$ cat src/hdl/acfc_pkg.sv
// Shared types, constants and a helper function of the audio capture FIFO card.
package acfc_pkg;

  localparam int FIFO_DEPTH = 4096;
  localparam int REG_COUNT  = 16;
  localparam int PTR_W      = $clog2(FIFO_DEPTH);
  localparam int CNT_W      = $clog2(FIFO_DEPTH + 1);
  localparam int OFF_W      = $clog2(REG_COUNT);
  localparam int RATE_W     = 19;
  localparam int CHAN_W     = 3;

  localparam logic [31:0]       RATE_MIN   = 32'd8000;
  localparam logic [31:0]       RATE_MAX   = 32'd384000;
  localparam logic [RATE_W-1:0] RATE_RESET = RATE_W'(16000);
  localparam logic [31:0]       BASE_RESET = 32'h1000_0000;
  localparam logic [7:0]        CHAN_MAX   = 8'd7;
  localparam logic [3:0]        FRAME_CHANS_MAX = 4'd8;
  localparam logic [7:0]        EMPTY_BYTE = 8'h80;

  // Commands.
  localparam logic [2:0] CMD_READ  = 3'd0;
  localparam logic [2:0] CMD_PEEK  = 3'd1;
  localparam logic [2:0] CMD_WRITE = 3'd2;
  localparam logic [2:0] CMD_FRAME = 3'd3;
  localparam logic [2:0] CMD_RESET = 3'd4;

  // Register offsets inside the window.
  localparam logic [OFF_W-1:0] OFF_DATA   = OFF_W'(0);
  localparam logic [OFF_W-1:0] OFF_CTRL   = OFF_W'(1);
  localparam logic [OFF_W-1:0] OFF_STATUS = OFF_W'(2);
  localparam logic [OFF_W-1:0] OFF_RATE0  = OFF_W'(3);
  localparam logic [OFF_W-1:0] OFF_RATE1  = OFF_W'(4);
  localparam logic [OFF_W-1:0] OFF_RATE2  = OFF_W'(5);
  localparam logic [OFF_W-1:0] OFF_RATE3  = OFF_W'(6);
  localparam logic [OFF_W-1:0] OFF_FILL0  = OFF_W'(7);
  localparam logic [OFF_W-1:0] OFF_FILL1  = OFF_W'(8);
  localparam logic [OFF_W-1:0] OFF_CHAN   = OFF_W'(9);
  localparam logic [OFF_W-1:0] OFF_TIME0  = OFF_W'(10);
  localparam logic [OFF_W-1:0] OFF_TIME1  = OFF_W'(11);
  localparam logic [OFF_W-1:0] OFF_TIME2  = OFF_W'(12);
  localparam logic [OFF_W-1:0] OFF_TIME3  = OFF_W'(13);

  // Control register bits.
  localparam int CTRL_RUN   = 0;
  localparam int CTRL_CLEAR = 1;
  localparam int CTRL_START = 2;

  // Status and flag-clear bits.
  localparam int STAT_ON       = 0;
  localparam int STAT_NONEMPTY = 1;
  localparam int STAT_FULL     = 2;
  localparam int STAT_MISSING  = 5;
  localparam int STAT_UNDER    = 6;
  localparam int STAT_OVER     = 7;

  typedef struct packed {
    logic [2:0]         command;
    logic [31:0]        address;
    logic [7:0]         write_data;
    logic [31:0]        now_ms;
    logic signed [15:0] frame_sample;
    logic [3:0]         frame_channels;
    logic               frame_rate_ok;
  } in_item_t;

  typedef struct packed {
    logic [7:0]        read_data;
    logic              error;
    logic [RATE_W-1:0] capture_rate;
  } out_item_t;

  typedef struct packed {
    logic             we;
    logic [PTR_W-1:0] waddr;
    logic [7:0]       wdata;
    logic [PTR_W-1:0] raddr;
  } mem_req_t;

  function automatic logic [PTR_W-1:0] next_ptr(input logic [PTR_W-1:0] p);
    return (p == PTR_W'(FIFO_DEPTH - 1)) ? '0 : p + 1'b1;
  endfunction

endpackage

$ cat src/hdl/acfc_ctrl.sv
// Card state registers and the per-item register window, capture and FIFO logic.
module acfc_ctrl (
  input  logic               clk_i,
  input  logic               rst_ni,
  input  logic               proc_i,
  input  acfc_pkg::in_item_t item_i,
  input  logic [31:0]        base_i,
  input  logic [7:0]         mem_rdata_i,
  output acfc_pkg::mem_req_t mem_req_o,
  output acfc_pkg::out_item_t res_o
);

  logic [acfc_pkg::PTR_W-1:0]  rp_q, rp_d, wp_q, wp_d;
  logic [acfc_pkg::CNT_W-1:0]  fc_q, fc_d;
  logic                        cap_q, cap_d;
  logic                        uf_q, uf_d, of_q, of_d, mf_q, mf_d;
  logic [acfc_pkg::RATE_W-1:0] ar_q, ar_d;
  logic [31:0]                 rr_q, rr_d;
  logic [acfc_pkg::CHAN_W-1:0] ch_q, ch_d;
  logic                        byp_q, byp_d;
  logic [7:0]                  byp_data_q;

  logic [7:0] fifo_head;
  logic       push;
  logic [7:0] push_data;

  // The RAM reads at the head pointer's next value, so its registered output
  // is the head byte in the following cycle. A push to that same address is forwarded.
  assign fifo_head = byp_q ? byp_data_q : mem_rdata_i;
  assign push_data = {~item_i.frame_sample[15], item_i.frame_sample[14:8]};

  always_comb begin
    logic [32:0]                diff;
    logic                       in_win;
    logic [acfc_pkg::OFF_W-1:0] off;
    logic                       rr_ok;
    logic                       fail;
    logic [1:0]                 bsel;
    logic [31:0]                fc32;
    logic [7:0]                 stat;
    logic [7:0]                 rdata;
    logic                       err;
    logic                       push_c;

    rp_d = rp_q; wp_d = wp_q; fc_d = fc_q; cap_d = cap_q;
    uf_d = uf_q; of_d = of_q; mf_d = mf_q;
    ar_d = ar_q; rr_d = rr_q; ch_d = ch_q;
    rdata  = '0;
    err    = 1'b0;
    push_c = 1'b0;
    fail   = 1'b0;

    diff   = {1'b0, item_i.address} - {1'b0, base_i};
    in_win = !diff[32] && (diff[31:acfc_pkg::OFF_W] == '0);
    off    = diff[acfc_pkg::OFF_W-1:0];
    rr_ok  = (rr_q >= acfc_pkg::RATE_MIN) && (rr_q <= acfc_pkg::RATE_MAX);
    bsel   = '0;
    fc32   = 32'(fc_q);

    stat = '0;
    stat[acfc_pkg::STAT_ON]       = cap_q;
    stat[acfc_pkg::STAT_NONEMPTY] = (fc_q != '0);
    stat[acfc_pkg::STAT_FULL]     = (fc_q == acfc_pkg::CNT_W'(acfc_pkg::FIFO_DEPTH));
    stat[acfc_pkg::STAT_MISSING]  = mf_q;
    stat[acfc_pkg::STAT_UNDER]    = uf_q;
    stat[acfc_pkg::STAT_OVER]     = of_q;

    case (item_i.command)
      acfc_pkg::CMD_READ, acfc_pkg::CMD_PEEK: begin
        if (!in_win) begin
          err = 1'b1;
        end else begin
          case (off)
            acfc_pkg::OFF_DATA: begin
              if (fc_q == '0) begin
                rdata = acfc_pkg::EMPTY_BYTE;
                if (item_i.command == acfc_pkg::CMD_READ) uf_d = 1'b1;
              end else begin
                rdata = fifo_head;
                if (item_i.command == acfc_pkg::CMD_READ) begin
                  rp_d = acfc_pkg::next_ptr(rp_q);
                  fc_d = fc_q - 1'b1;
                end
              end
            end
            acfc_pkg::OFF_CTRL:   rdata = {7'd0, cap_q};
            acfc_pkg::OFF_STATUS: rdata = stat;
            acfc_pkg::OFF_RATE0, acfc_pkg::OFF_RATE1,
            acfc_pkg::OFF_RATE2, acfc_pkg::OFF_RATE3: begin
              bsel  = 2'(off - acfc_pkg::OFF_RATE0);
              rdata = rr_q[{bsel, 3'b000} +: 8];
            end
            acfc_pkg::OFF_FILL0: rdata = fc32[7:0];
            acfc_pkg::OFF_FILL1: rdata = fc32[15:8];
            acfc_pkg::OFF_CHAN:  rdata = 8'(ch_q);
            acfc_pkg::OFF_TIME0, acfc_pkg::OFF_TIME1,
            acfc_pkg::OFF_TIME2, acfc_pkg::OFF_TIME3: begin
              bsel  = 2'(off - acfc_pkg::OFF_TIME0);
              rdata = item_i.now_ms[{bsel, 3'b000} +: 8];
            end
            default: rdata = '0;
          endcase
        end
      end

      acfc_pkg::CMD_WRITE: begin
        if (!in_win) begin
          err = 1'b1;
        end else begin
          case (off)
            acfc_pkg::OFF_CTRL: begin
              if (item_i.write_data[acfc_pkg::CTRL_CLEAR]) begin
                rp_d = '0; wp_d = '0; fc_d = '0;
              end
              if (item_i.write_data[acfc_pkg::CTRL_START]) begin
                if (!rr_ok) begin
                  fail = 1'b1;
                end else begin
                  if (32'(ar_d) != rr_q) begin
                    rp_d = '0; wp_d = '0; fc_d = '0;
                  end
                  ar_d  = rr_q[acfc_pkg::RATE_W-1:0];
                  cap_d = 1'b1;
                  mf_d  = 1'b0;
                end
              end
              if (!fail) begin
                if (item_i.write_data[acfc_pkg::CTRL_RUN]) begin
                  if (!cap_d) begin
                    if (!rr_ok) begin
                      fail = 1'b1;
                    end else begin
                      if (32'(ar_d) != rr_q) begin
                        rp_d = '0; wp_d = '0; fc_d = '0;
                      end
                      ar_d  = rr_q[acfc_pkg::RATE_W-1:0];
                      cap_d = 1'b1;
                      mf_d  = 1'b0;
                    end
                  end
                end else if (cap_d) begin
                  cap_d = 1'b0;
                  rp_d = '0; wp_d = '0; fc_d = '0;
                end
              end
              err = fail;
            end
            acfc_pkg::OFF_STATUS: begin
              if (item_i.write_data[acfc_pkg::STAT_MISSING]) mf_d = 1'b0;
              if (item_i.write_data[acfc_pkg::STAT_UNDER])   uf_d = 1'b0;
              if (item_i.write_data[acfc_pkg::STAT_OVER])    of_d = 1'b0;
            end
            acfc_pkg::OFF_RATE0, acfc_pkg::OFF_RATE1,
            acfc_pkg::OFF_RATE2, acfc_pkg::OFF_RATE3: begin
              bsel = 2'(off - acfc_pkg::OFF_RATE0);
              rr_d[{bsel, 3'b000} +: 8] = item_i.write_data;
            end
            acfc_pkg::OFF_CHAN: begin
              if (item_i.write_data > acfc_pkg::CHAN_MAX) begin
                err = 1'b1;
              end else begin
                ch_d = item_i.write_data[acfc_pkg::CHAN_W-1:0];
                rp_d = '0; wp_d = '0; fc_d = '0;
              end
            end
            default: ;
          endcase
        end
      end

      acfc_pkg::CMD_FRAME: begin
        if (cap_q) begin
          if (!item_i.frame_rate_ok || (item_i.frame_channels == '0) ||
              (item_i.frame_channels > acfc_pkg::FRAME_CHANS_MAX) ||
              (4'(ch_q) >= item_i.frame_channels)) begin
            mf_d = (4'(ch_q) >= item_i.frame_channels);
          end else begin
            mf_d = 1'b0;
            if (fc_q == acfc_pkg::CNT_W'(acfc_pkg::FIFO_DEPTH)) begin
              of_d = 1'b1;
            end else begin
              push_c = 1'b1;
              wp_d   = acfc_pkg::next_ptr(wp_q);
              fc_d   = fc_q + 1'b1;
            end
          end
        end
      end

      acfc_pkg::CMD_RESET: begin
        cap_d = 1'b0;
        rp_d = '0; wp_d = '0; fc_d = '0;
        uf_d = 1'b0; of_d = 1'b0; mf_d = 1'b0;
        rr_d = 32'(ar_q);
      end

      default: ;
    endcase

    push = push_c;
    res_o.read_data    = rdata;
    res_o.error        = err;
    res_o.capture_rate = cap_d ? ar_d : '0;
  end

  always_comb begin
    mem_req_o.we    = proc_i && push;
    mem_req_o.waddr = wp_q;
    mem_req_o.wdata = push_data;
    mem_req_o.raddr = proc_i ? rp_d : rp_q;
    byp_d           = mem_req_o.we && (wp_q == mem_req_o.raddr);
  end

  always_ff @(posedge clk_i or negedge rst_ni) begin
    if (!rst_ni) begin
      rp_q  <= '0;
      wp_q  <= '0;
      fc_q  <= '0;
      cap_q <= 1'b0;
      uf_q  <= 1'b0;
      of_q  <= 1'b0;
      mf_q  <= 1'b0;
      ar_q  <= acfc_pkg::RATE_RESET;
      rr_q  <= 32'(acfc_pkg::RATE_RESET);
      ch_q  <= '0;
      byp_q <= 1'b0;
    end else begin
      byp_q <= byp_d;
      if (proc_i) begin
        rp_q  <= rp_d;
        wp_q  <= wp_d;
        fc_q  <= fc_d;
        cap_q <= cap_d;
        uf_q  <= uf_d;
        of_q  <= of_d;
        mf_q  <= mf_d;
        ar_q  <= ar_d;
        rr_q  <= rr_d;
        ch_q  <= ch_d;
      end
    end
  end

  always_ff @(posedge clk_i) begin
    byp_data_q <= push_data;
  end

endmodule

$ cat config.mk
export PLATFORM = sky130hd
export DESIGN_NAME = acfc_ctrl
export DESIGN_NICKNAME = d
export VERILOG_FILES = /design/src/hdl/acfc_pkg.sv /design/src/hdl/acfc_ctrl.sv
export SDC_FILE = /design/constraint.sdc
export NUM_CORES = 1
export LEC_CHECK = 0
export ABC_AREA = 1
export BUFFER_PORTS_ARGS = -buffer_cell sky130_fd_sc_hd__buf_2
export CAP_MARGIN = 30
export CORE_ASPECT_RATIO = 0.5
export CORE_MARGIN = 1
export CORE_UTILIZATION = 45
export CTS_CLUSTER_DIAMETER = 50
export CTS_CLUSTER_SIZE = 20
export DETAILED_ROUTE_END_ITERATION = 10
export PLACE_DENSITY_LB_ADDON = 0.15
export SLEW_MARGIN = 5
export SYNTH_ARGS = -nofsm -noshare
export SYNTH_HDL_FRONTEND = slang
export SYNTH_SLANG_ARGS = --single-unit
$ cat constraint.sdc
create_clock -name clk_i -period 3.6 [get_ports clk_i]
set_clock_uncertainty 0.15 [all_clocks]
set_input_delay 0.18 -clock clk_i [delete_from_list [all_inputs] [get_ports clk_i]]
set_output_delay 0.18 -clock clk_i [all_outputs]
set_load 0.005 [all_outputs]
==> metrics.txt <==
Yosys reg bits 104; worst-case reg-to-reg path depth 24; Routability Congestion 0.9708; port bufs 191; fmax 283.5 MHz; critical path class primary input to primary output; Die X-Extent 231.2 µm; Pins Over Slew Limit 0; Post-synth EDFFs 0; CP most frequent cell nand3_4; Tmin final 3.527 ns; Worst slew margin 0.6255; Synth top area share 0.1899; RSZ-0062 raised after global routing true; pin count of the biggest net entering global routing 56; sequential share of the synthesized area 0.2181; layout cells sized above 1 0.2374; Area growth syn-to-layout 27.23%; FF-to-FF End byp_q; Avg Inst Size Synth 5.853 µm²; Cells after DPL 2601; CTS sink cnt 104; CP max stage cell fa_2; Synth Flop Type dfrtp_1; startpoint types primary input; Die ar. 26950 µm²; CP max stage delay 0.37 ns; Post-Synthesis Cells 2019; Post-DP HPWL 32630 µm; Leak Pwr 7.915 nW; drt total wl 42010 µm; cell taking the most area after synthesis nand2_1; r2r setup slk 0.36 ns; pwr dens 388.2 nW/µm²; failing checks hold timing; cts bufs inserted 9; global-route wire length before repair 65220 µm; yosys warns 0; top cells by area, synth nand2_1, dfrtp_1, inv_1; clock latency on the worst-skew pair 0.37 ns; Via-to-Cell Ratio 5.367; final setup violating endpoints 0; Synth cell types 60; via count 14210; initial detailed-routing violation count 1320; Final #Nets 2493; Worst EP arrival 3.20 ns; drt wl/cell 15.86 µm; clock buffer depth 2; syn nets 2213; Final Cycle Share 0.9798; clock root cell clkbuf_16; CP Max Fanout 6; Max VDD drop 0.2657 mV; outcome finished with violations; I/O Pins 200; total grt overflow 0; chip height 116.6 µm; # fillers 2644; fin util 0.5897; Min-Delay Endpoint rr_q[25]; vias in the first global route 12870; hold path depth 3; CTS tree done; most common cell in the netlist nand2_1; Hold Startpoint item_i[54]; H-tree depth 3; Initial Utilization 0.4635; Core ar. 25500 µm²; initial antenna violation count 0; non-filler instance count after layout 2648; Cell Area, Synth 11820 µm²; hold violation total from the final report 1; Worst-path clk slew 0.07 ns; drc violations 0; asr flop ratio synth 0.9231; crit end category primary output; First-pass DRT Iterations 6; worst slew pin tran 0.5597 ns; Hold/Removal Path Class primary input to flop; Fin Hold WS -0.0002995 ns; Worst EP required 3.27 ns; Max Cap Viol 0; reg2reg start rr_q[10]; GRT Total Usage 0.3045; Final ANT Viol Nets 0; most common library cells after synthesis nand2_1, inv_1, nor2_1; site row count 41; number of diodes 0
cell usage in the layout (no fill, tap or decap), types with 8 or more instances in the layout:
| cell type | synthesis | layout |
|---|---|---|
| nand2_1 | 598 | 552 |
| inv_1 | 363 | 354 |
| buf_2 | 15 | 185 |
| nor2_1 | 167 | 148 |
| nand3_1 | 159 | 145 |
| o21ai_0 | 126 | 125 |
| buf_4 | 10 | 105 |
| dfrtp_1 | 84 | 84 |
| a21oi_1 | 70 | 64 |
| nand4_1 | 49 | 49 |
| nand2_2 | 7 | 46 |
| o22ai_1 | 38 | 38 |
| ha_1 | 53 | 32 |
| inv_2 | 24 | 31 |
| nor2_2 | 17 | 28 |
| o21ai_1 | 33 | 23 |
| nor3_1 | 25 | 21 |
| o21ai_2 | 10 | 18 |
| nand3_2 | 6 | 14 |
| ha_4 | 0 | 14 |
| dlygate4sd3_1 | 0 | 14 |
| xnor2_1 | 13 | 13 |
| xor2_1 | 13 | 13 |
| clkbuf_16 | 0 | 13 |
| a221oi_1 | 12 | 12 |
| dfstp_2 | 12 | 12 |
| nor2_4 | 3 | 11 |
| a31oi_1 | 9 | 9 |
| nand2_4 | 1 | 8 |
| nand3_4 | 1 | 8 |
| dfxtp_1 | 8 | 8 |
how the worst max path moves through the flow:
stage	start	endpoint	depth (start not counted)
2_1_floorplan	item_i[61]	res_o[23]	14
3_3_place_gp	item_i[61]	res_o[7]	27
3_5_place_dp	item_i[61]	res_o[7]	27
4_1_cts	item_i[61]	res_o[16]	29
5_1_grt	item_i[61]	res_o[14]	30
6_report	item_i[61]	res_o[3]	26
per-stage QoR:
| step | total power, mW | worst slack [ns] | cell area (µm²) | setup TNS (ns) |
|---|---|---|---|---|
| 3_5_place_dp | 4.596 | -0.07955 | 13720 | -0.8185 |
| 6_report | 5.836 | 0.07274 | 15040 | 0 |
| 4_1_cts | 5.632 | -0.002849 | 14170 | -0.002849 |
| 5_1_grt | 6.275 | -0.1222 | 15040 | -1.927 |
| 3_3_place_gp | 4.561 | -0.06889 | 13690 | -0.6331 |
| 2_1_floorplan | 3.645 | 0.3537 | 11820 | 0 |
power by group:
| group | internal (mW) | switching, mW |
|---|---|---|
| clock | 0.516 | 0.478 |
| combinational | 1.16 | 1.86 |
| sequential | 1.49 | 0.331 |
state kept, by name (all words and copies together), names as in the netlist:
register / cells
rr_q: 32
ar_q: 19
fc_q: 13
rp_q: 12
wp_q: 12
byp_data_q: 8
ch_q: 3
byp_q: 1
cap_q: 1
mf_q: 1
of_q: 1
uf_q: 1
what timing repair did:
| action | 4_1_cts | 5_1_grt |
|---|---|---|
| resized for setup | 8 | 166 |
| endpoints found under the setup margin | 20 | 33 |
| hold buffers | 14 | 0 |
| pin swaps | 0 | 28 |
| hold endpoints to repair | 85 | 0 |
| cloned | 0 | 5 |
| buffers inserted | 0 | 12 |
cell families (layout without fill, tap and decap cells):
logic type                 count (synthesis)  count (layout)  synth area share
DFF                                      104             104            0.2181
buffers and inverters                    439             723            0.1474
and+or+nand+nor                         1054            1055            0.3833
AOI/OAI and AO/OA                        340             340            0.1716
adders and majority gates                 55              55           0.05950
muxes                                      1               1         0.0008470
xor gates and xnor gates                  26              26           0.01927
routing by layer:
layer,global-route usage,routed length (µm),share of wire,vias up
met3,0.03662,3125,0.074,84
li1,-,-,-,7043
met5,0,0,0,-
met1,0.4107,18810,0.45,6536
met4,0.1064,1197,0.028,0
met2,0.5075,18870,0.45,548
layout make-up:
class / count / area, µm² / share of cell area
multi-input combinational: 1477 / 8187 / 0.5445
timing repair buffer: 318 / 2091 / 0.1391
sequential: 104 / 2577 / 0.1714
tap: 344 / 430.4 / 0.02863
clock inverter: 4 / 27.53 / 0.001831
clock buffer: 12 / 257.7 / 0.01714
inverter: 389 / 1465 / 0.09745
worst max-delay path, delay by kind of cell:
family | cells | cell delay (ns)
AND/OR/NAND/NOR | 15 | 1.56
AO/OA/AOI/OAI | 1 | 0.18
adder cells (fa/ha/maj) | 2 | 0.52
buffers and inverters | 8 | 0.74
Power figures use the tool's default switching activity.
